$ cat config.mk
export PLATFORM = sky130hd
export DESIGN_NAME = aging_weighted_slot_scheduler_unit
export DESIGN_NICKNAME = d
export VERILOG_FILES = /design/src/awss_pkg.sv /design/src/awss_datapath.sv /design/src/awss_ctrl.sv /design/src/aging_weighted_slot_scheduler_unit.sv
export SDC_FILE = /design/constraint.sdc
export NUM_CORES = 2
export LEC_CHECK = 0
export ABC_AREA = 0
export ABC_CLOCK_PERIOD_IN_PS = 14550
export BUFFER_PORTS_ARGS = -buffer_cell sky130_fd_sc_hd__buf_2
export CAP_MARGIN = 20
export CORE_MARGIN = 10
export CORE_UTILIZATION = 57
export CTS_CLUSTER_DIAMETER = 50
export DETAILED_ROUTE_END_ITERATION = 10
export PLACE_DENSITY = 0.76
export SLEW_MARGIN = 20
export SYNTH_ARGS = -nofsm -noshare
export SYNTH_HDL_FRONTEND = slang
export SYNTH_SLANG_ARGS = --single-unit
$ cat constraint.sdc
create_clock -name clk -period 14.55 [get_ports clk]
set_input_delay 0 -clock clk [delete_from_list [all_inputs] [get_ports clk]]
set_output_delay 0 -clock clk [all_outputs]
set_load 0.01 [all_outputs]
$ cat src/awss_pkg.sv
`timescale 1ns / 1ps
// ----------------------------------------------------------------------------
// awss_pkg: shared types and constants
// Item types, opcodes, register indexes and the controller/datapath link.
// ----------------------------------------------------------------------------
package awss_pkg;

  localparam int DelayW = 32;
  localparam int PrioW  = 16;
  localparam int RepW   = 6;
  localparam int CntW   = 16;
  localparam int IdxW   = 4;

  typedef enum logic [1:0] {
    OP_LOAD  = 2'd0,
    OP_START = 2'd1,
    OP_STEP  = 2'd2,
    OP_NONE  = 2'd3
  } opcode_t;

  localparam logic [0:0] REG_TICKS = 1'b0;
  localparam logic [0:0] REG_TOTAL = 1'b1;

  typedef struct packed {
    logic [1:0]        opcode;
    logic [IdxW-1:0]   entry_index;
    logic [DelayW-1:0] start_delay;
    logic [DelayW-1:0] end_cap;
    logic [DelayW-1:0] min_interval;
    logic [PrioW-1:0]  entry_priority;
    logic [RepW-1:0]   repeat_count;
  } in_item_t;

  typedef struct packed {
    logic [IdxW-1:0]   chosen_entry;
    logic [DelayW-1:0] slot_time;
    logic              has_frame;
    logic              all_done;
    logic              last_of_run;
  } out_item_t;

  // controller -> datapath
  typedef struct packed {
    logic load;
    logic start;
    logic scan_init;
    logic scan_step;
    logic mul_step;
    logic emit;
    logic commit;
  } dp_cmd_t;

  // datapath -> controller
  typedef struct packed {
    logic done;
    logic scan_last;
    logic found;
    logic run_more;
  } dp_stat_t;

endpackage

$ cat src/awss_datapath.sv
`timescale 1ns / 1ps
// ----------------------------------------------------------------------------
// awss_datapath: entry tables, scan and slot generation
// Holds the entry tables, scans entries one by one through a single
// multiplier and generates slot times for the winning run.
// ----------------------------------------------------------------------------
module awss_datapath import awss_pkg::*; #(
  parameter int NUM_ENTRIES = 16,
  parameter int MAX_REPEAT  = 63
) (
  input  logic            clk,
  input  logic            rst,
  input  dp_cmd_t         cmd,
  output dp_stat_t        stat,
  input  in_item_t        item,
  input  logic [CntW-1:0] ticks_per_frame,
  input  logic [CntW-1:0] total_frames,
  output out_item_t       result
);

  localparam int EW = $clog2(NUM_ENTRIES);
  localparam int WW = DelayW + PrioW;
  localparam logic [RepW-1:0] RepMax = RepW'(MAX_REPEAT);

  logic [NUM_ENTRIES-1:0] entry_valid;
  logic [DelayW-1:0] delay_table    [NUM_ENTRIES];
  logic [DelayW-1:0] cap_table      [NUM_ENTRIES];
  logic [DelayW-1:0] interval_table [NUM_ENTRIES];
  logic [PrioW-1:0]  priority_table [NUM_ENTRIES];
  logic [RepW-1:0]   repeat_table   [NUM_ENTRIES];
  logic [DelayW-1:0] last_use_time  [NUM_ENTRIES];

  logic [CntW-1:0]   slot_counter;
  logic [DelayW-1:0] now;
  logic [DelayW-1:0] now_prod;
  logic [EW-1:0]     scan_idx;
  logic              cand_ok;
  logic [DelayW-1:0] cand_diff;
  logic [PrioW-1:0]  cand_prio;
  logic [WW-1:0]     cand_weight;
  logic              found;
  logic [EW-1:0]     best;
  logic [WW-1:0]     best_weight;
  logic [PrioW-1:0]  best_prio;
  logic [RepW:0]     run_left;

  logic [DelayW-1:0] d_rd, c_rd, i_rd, l_rd;
  logic              elig;
  logic [DelayW-1:0] diff;
  logic              better;
  logic [RepW-1:0]   rep_sat;
  logic [CntW-1:0]   cnt_inc;

  assign now_prod = DelayW'(slot_counter) * DelayW'(ticks_per_frame);
  assign d_rd = delay_table[scan_idx];
  assign c_rd = cap_table[scan_idx];
  assign i_rd = interval_table[scan_idx];
  assign l_rd = last_use_time[scan_idx];
  assign diff = now - l_rd;
  assign elig = entry_valid[scan_idx] && (now >= d_rd) &&
                !(c_rd != '0 && now > c_rd) && (diff >= i_rd);
  assign better = !found || cand_weight > best_weight ||
                  (cand_weight == best_weight && cand_prio > best_prio);
  assign rep_sat = (item.repeat_count > RepMax) ? RepMax : item.repeat_count;
  assign cnt_inc = slot_counter + CntW'(1);

  assign stat.done      = slot_counter >= total_frames;
  assign stat.scan_last = scan_idx == EW'(NUM_ENTRIES - 1);
  assign stat.found     = found;
  assign stat.run_more  = (run_left > 1) && (cnt_inc < total_frames);

  always_ff @(posedge clk) begin
    if (rst) begin
      entry_valid  <= '0;
      slot_counter <= '0;
      for (int k = 0; k < NUM_ENTRIES; k++) last_use_time[k] <= '0;
    end else begin
      if (cmd.load && int'(item.entry_index) < NUM_ENTRIES) begin
        entry_valid[EW'(item.entry_index)]    <= 1'b1;
        delay_table[EW'(item.entry_index)]    <= item.start_delay;
        cap_table[EW'(item.entry_index)]      <= item.end_cap;
        interval_table[EW'(item.entry_index)] <= item.min_interval;
        priority_table[EW'(item.entry_index)] <= item.entry_priority;
        repeat_table[EW'(item.entry_index)]   <= rep_sat;
      end
      if (cmd.start) begin
        slot_counter <= '0;
        for (int k = 0; k < NUM_ENTRIES; k++) last_use_time[k] <= '0;
      end
      if (cmd.emit) slot_counter <= cnt_inc;
      if (cmd.commit && found) last_use_time[best] <= now_prod;
    end
  end

  always_ff @(posedge clk) begin
    if (cmd.scan_init) begin
      now      <= now_prod;
      scan_idx <= '0;
      found    <= 1'b0;
      cand_ok  <= 1'b0;
    end
    if (cmd.scan_step) begin
      cand_ok   <= elig;
      cand_diff <= diff;
      cand_prio <= priority_table[scan_idx];
    end
    if (cmd.mul_step) begin
      if (cand_ok && better) begin
        found       <= 1'b1;
        best        <= scan_idx;
        best_weight <= cand_weight;
        best_prio   <= cand_prio;
        run_left    <= {1'b0, repeat_table[scan_idx]} + (RepW+1)'(1);
      end
      scan_idx <= scan_idx + EW'(1);
    end
    if (cmd.emit) begin
      run_left  <= run_left - (RepW+1)'(1);
    end
  end

  assign cand_weight = WW'(cand_diff) * WW'(cand_prio);

  always_comb begin
    result.chosen_entry = found ? IdxW'(best) : '0;
    result.slot_time    = stat.done ? '0 : now_prod;
    result.has_frame    = found && !stat.done;
    result.all_done     = stat.done;
    result.last_of_run  = stat.done || !found || !stat.run_more;
  end

endmodule

$ cat src/awss_ctrl.sv
`timescale 1ns / 1ps
// ----------------------------------------------------------------------------
// awss_ctrl: sequencing controller
// Decodes items, walks the scan and issues one slot per output handshake.
// ----------------------------------------------------------------------------
module awss_ctrl import awss_pkg::*; (
  input  logic     clk,
  input  logic     rst,
  input  logic     in_valid,
  output logic     in_stall,
  input  logic [1:0] opcode,
  input  dp_stat_t stat,
  output dp_cmd_t  cmd,
  output logic     out_valid,
  input  logic     out_stall
);

  typedef enum logic [2:0] {S_IDLE, S_INIT, S_READ, S_MUL, S_EMIT} state_t;
  state_t state;
  logic   in_acc, out_acc;

  assign in_stall = state != S_IDLE;
  assign in_acc   = in_valid && !in_stall;
  assign out_acc  = out_valid && !out_stall;
  assign out_valid = state == S_EMIT;

  always_comb begin
    cmd = '0;
    cmd.load      = in_acc && opcode == OP_LOAD;
    cmd.start     = in_acc && opcode == OP_START;
    cmd.scan_init = state == S_INIT;
    cmd.scan_step = state == S_READ;
    cmd.mul_step  = state == S_MUL;
    cmd.emit      = out_acc && !stat.done && stat.found;
    cmd.commit    = out_acc && !stat.run_more;
    if (out_acc && !stat.done && !stat.found) cmd.emit = 1'b1;
  end

  always_ff @(posedge clk) begin
    if (rst) begin
      state <= S_IDLE;
    end else begin
      unique case (state)
        S_IDLE: if (in_acc && opcode == OP_STEP) state <= S_INIT;
        S_INIT: begin
          state <= stat.done ? S_EMIT : S_READ;
        end
        S_READ: state <= S_MUL;
        S_MUL:  state <= stat.scan_last ? S_EMIT : S_READ;
        S_EMIT: begin
          if (out_acc && (stat.done || !stat.found || !stat.run_more)) state <= S_IDLE;
        end
        default: state <= S_IDLE;
      endcase
    end
  end

  a_emit_only_when_valid: assert property (@(posedge clk) disable iff (rst)
    cmd.emit |-> out_acc) else $error("emit without handshake");
  a_no_accept_busy: assert property (@(posedge clk) disable iff (rst)
    (state != S_IDLE) |-> !in_acc) else $error("item taken while busy");
  a_scan_follows: assert property (@(posedge clk) disable iff (rst)
    (state == S_READ) |=> (state == S_MUL)) else $error("scan order broken");

endmodule

$ cat src/aging_weighted_slot_scheduler_unit.sv
`timescale 1ns / 1ps
// ----------------------------------------------------------------------------
// aging_weighted_slot_scheduler_unit: weighted slot scheduler, top level
// Items arrive on in_valid/in_stall with an in_item_t payload. Load and
// start give no result. A step scans the entry table (one table read and
// one multiply per entry through a single multiplier), then gives 1 to
// MAX_REPEAT+1 results on out_valid/out_stall, one per cycle while the
// receiver does not stall.
// The output payload holds while out_stall is high; no item is taken
// until the last result of a step has been delivered.
// Registers: ticks_per_frame at 0x0 (reset 1), total_frames at 0x4
// (reset 0). rst is synchronous; it clears valid bits, last-use times, the
// slot counter and the controller. pready is always high.
// ----------------------------------------------------------------------------
module aging_weighted_slot_scheduler_unit import awss_pkg::*; #(
  parameter int NUM_ENTRIES = 16,
  parameter int MAX_REPEAT  = 63
) (
  input  logic        clk,
  input  logic        rst,
  input  logic        in_valid,
  output logic        in_stall,
  input  in_item_t    in_item,
  output logic        out_valid,
  input  logic        out_stall,
  output out_item_t   out_item,
  input  logic        psel,
  input  logic        penable,
  input  logic        pwrite,
  input  logic [2:0]  paddr,
  input  logic [31:0] pwdata,
  output logic [31:0] prdata,
  output logic        pready
);

  logic [CntW-1:0] ticks_per_frame, total_frames;
  dp_cmd_t  cmd;
  dp_stat_t stat;
  logic     wr;

  assign pready = 1'b1;
  assign wr = psel && penable && pwrite;

  always_ff @(posedge clk) begin
    if (rst) begin
      ticks_per_frame <= CntW'(1);
      total_frames    <= '0;
    end else if (wr && paddr[1:0] == 2'b00) begin
      if (paddr[2] == REG_TICKS) ticks_per_frame <= pwdata[CntW-1:0];
      else total_frames <= pwdata[CntW-1:0];
    end
  end

  assign prdata = (paddr[2] == REG_TICKS) ? {16'h0, ticks_per_frame}
                                           : {16'h0, total_frames};

  awss_ctrl u_ctrl (
    .clk, .rst, .in_valid, .in_stall, .opcode(in_item.opcode),
    .stat, .cmd, .out_valid, .out_stall
  );

  awss_datapath #(.NUM_ENTRIES(NUM_ENTRIES), .MAX_REPEAT(MAX_REPEAT)) u_dp (
    .clk, .rst, .cmd, .stat, .item(in_item), .ticks_per_frame, .total_frames,
    .result(out_item)
  );

endmodule

==> flow_summary.json <==
{
  "p_leak_nw": 54.5,
  "wl_per_cell_um": 28.8,
  "drive_gt1_frac": 0.168,
  "fin_tns_setup_ps": 0,
  "worstPathArrival_ps": 11780,
  "power.total_mw": 17.2,
  "p_per_area_mw_per_mm2": 116,
  "synth-edff-count": 2560,
  "cts_tree": "yes",
  "placed_cell_area_mm2": 0.137,
  "critPathLaunchType": "register",
  "final_nets": 10300,
  "die_h_um": 502,
  "drc": 0,
  "grt_use_met2": 0.455,
  "synth-async-reset-ratio": 0,
  "fmax_mhz": 89.6,
  "cts_root_buffer": "clkbuf_16",
  "worstSetupStartpoint": "u_dp.cand_diff[8]$_DFFE_PP_",
  "clkSlewWorstSetupHoldPaths_ps": 60,
  "grt_first_pass_wirelength_um": 529000,
  "postSynthCellCount": 8601,
  "fillCellCount": 15500,
  "use_met1": 0.368,
  "grt-busiest-layer": "met2",
  "htreeDepth": 5,
  "clock_skew_ps": 118,
  "yosysUniqueCellTypes": 78,
  "core_area_mm2": 0.230,
  "tightest_slew_ps": 1150,
  "setup_violations": 0,
  "clock-sinks": 2632,
  "dr.pass1.iters": 7,
  "slew_headroom": 0.232,
  "yosys_warnings": 0,
  "wl_um": 354000,
  "syn_area_mm2": 0.132,
  "grt_overflow": 0,
  "grt_setup_unrepaired": "no",
  "synthTopCellsByArea": "edfxtp_1 58%, mux4_2 12%, fa_1 9.3%, ha_1 4.3%, inv_1 2.7%",
  "end_kind": "register",
  "cpPeakStageDelay_ps": 860,
  "path_common_cell": "fa_1",
  "crit_fanout": 53,
  "dp.cells": 11500,
  "vias": 78200,
  "die_area_mm2": 0.252,
  "hpwlAfterDp_um": 203000,
  "start_util": 0.574,
  "multi_input_area_mm2": 0.0488,
  "critPathKind": "reg2reg",
  "cap_violations": 0,
  "fin_crit_sh": 0.767,
  "rows": 176,
  "final_cell_area_mm2": 0.148,
  "cts_buffers": 292,
  "place_congestion": 0.876,
  "clockBufferDepth": 4,
  "viasPerCell": 6.35,
  "grt_use_total": 0.281,
  "io_buffers": 206,
  "area.growth.synth_to_final_pct": 12.2,
  "syn_avg_cell_area_um2": 15.4,
  "yosysTopAreaCellShare": 0.581,
  "yosysSeqAreaShare": 0.592,
  "final_common_cell": "edfxtp_1",
  "io_pins": 240,
  "die_w_um": 502,
  "regArea_mm2": 0.0783,
  "synth_flop_cell": "edfxtp_1",
  "status": "finished clean",
  "slew_viol_final": 0,
  "crit_required_ps": 15170,
  "met3_usage": 0.0623,
  "ir_worst_vdd_v": 0.000119,
  "synth_seq_cells": 2632,
  "min_path_type": "in2reg",
  "drt_iter0_drc": 9447,
  "yosys.area.top_type": "edfxtp_1",
  "min_period_ps": 11160,
  "finalHoldViolCount": 0,
  "r2r-start": "u_dp.cand_diff[8]$_DFFE_PP_",
  "min-delay-start": "out_stall",
  "grt_max_degree": 137,
  "postRouteAntennaNets": 0,
  "antenna_found_initial": 38,
  "clock_latency_ps": 970,
  "grt_pass1_vias": 81500,
  "fin_cells": 12300,
  "slowest_stage": "a221oi_4",
  "mostFrequentLayoutCells": "2560 x edfxtp_1, 943 x inv_1, 680 x mux4_2, 664 x nor2_1, 655 x nand2_1"
}
cell families (layout without fill, tap and decap cells):
kind of cell | count (synthesis) | count (layout) | share of synthesized area
compound gates | 624 | 624 | 0.0295
fa+ha+maj | 1065 | 1065 | 0.136
flops | 2632 | 2632 | 0.592
buf+inv | 1421 | 2062 | 0.0423
xor+xnor | 123 | 123 | 0.00832
mux | 821 | 821 | 0.127
other cells | 2 | 42 | 0.0000568
simple gates | 1913 | 1913 | 0.0652
through the flow:
stage                     worst slack, ps  hold slack, ps  utilization
after global routing                 2670            32.9        0.644
after floorplan                       616            98.9            -
after detailed placement             3370             259        0.593
after global placement               3470             237        0.593
after CTS                            3390            1.66        0.644
final                                3390            36.3        0.644
registers in the layout, indices dropped and copies added, names as in the netlist, 32 cells and up, named ones only:
signal	cells
u_dp.cap_table	512
u_dp.delay_table	512
u_dp.last_use_time	512
u_dp.repeat_table	96
u_dp.best_weight	48
u_dp.priority_table	256
u_dp.interval_table	512
u_dp.cand_diff	32
u_dp.now	32
metal layers:
| metal | part of all wire | vias to the layer above |
|---|---|---|
| li1 | - | 32000 |
| met1 | 0.36 | 40200 |
| met2 | 0.48 | 5065 |
| met3 | 0.11 | 948 |
| met4 | 0.053 | 20 |
| met5 | 0.00036 | - |
path summary, 6_finish.rpt:
kind	cells after the start	endpoint	slack, ps
min	5	u_ctrl.state[2]$_SDFFE_PP0P_	40
max	32	u_dp.run_left[3]$_DFFE_PP_	3390
min reg2reg	2	u_dp.entry_valid[5]$_SDFFE_PP0P_	480
max reg2reg	32	u_dp.run_left[3]$_DFFE_PP_	3390
synthesized netlist by cell type (89+ instances only):
cell / number
o21ai_0: 134
nand2_1: 655
a21oi_1: 202
mux2i_1: 89
edfxtp_1: 2560
inv_1: 944
mux4_2: 680
fa_1: 613
clkbuf_1: 339
nor2_1: 683
a21o_1: 106
ha_1: 452
and2_1: 283
critical path, delay by kind of cell (launching register included):
kind	cells	cell delay [ps]
adder cells (fa/ha/maj)	8	3680
flip-flops	1	710
AND/OR/NAND/NOR	10	2700
buffers and inverters	5	930
AO/OA/AOI/OAI	8	2550
XOR/XNOR	1	180
layout make-up:
cell class                      instances  area share
Timing Repair Buffer                  611      0.0326
Clock buffer                          345      0.0513
Tap cell                             3026      0.0255
Clock inverter                        158     0.00929
Antenna cell                           25    0.000422
Multi-Input combinational cell       4563       0.329
Inverter                              948      0.0240
Sequential cell                      2632       0.528
power by group:
part | switching (mW) | total [mW] | internal [mW] | leakage, nW
registers | 0.0440 | 8.48 | 8.43 | 24.4
clock network | 2.98 | 7.05 | 4.08 | 4.38
logic | 0.978 | 1.64 | 0.657 | 25.8
total | 4.00 | 17.2 | 13.2 | 54.5
repair_timing:
action,4_1_cts,5_1_grt
resized for setup,0,0
setup buffers,0,0
endpoints found under the hold margin,1962,2
hold buffers,256,1
(Power assumes the default switching activity.)
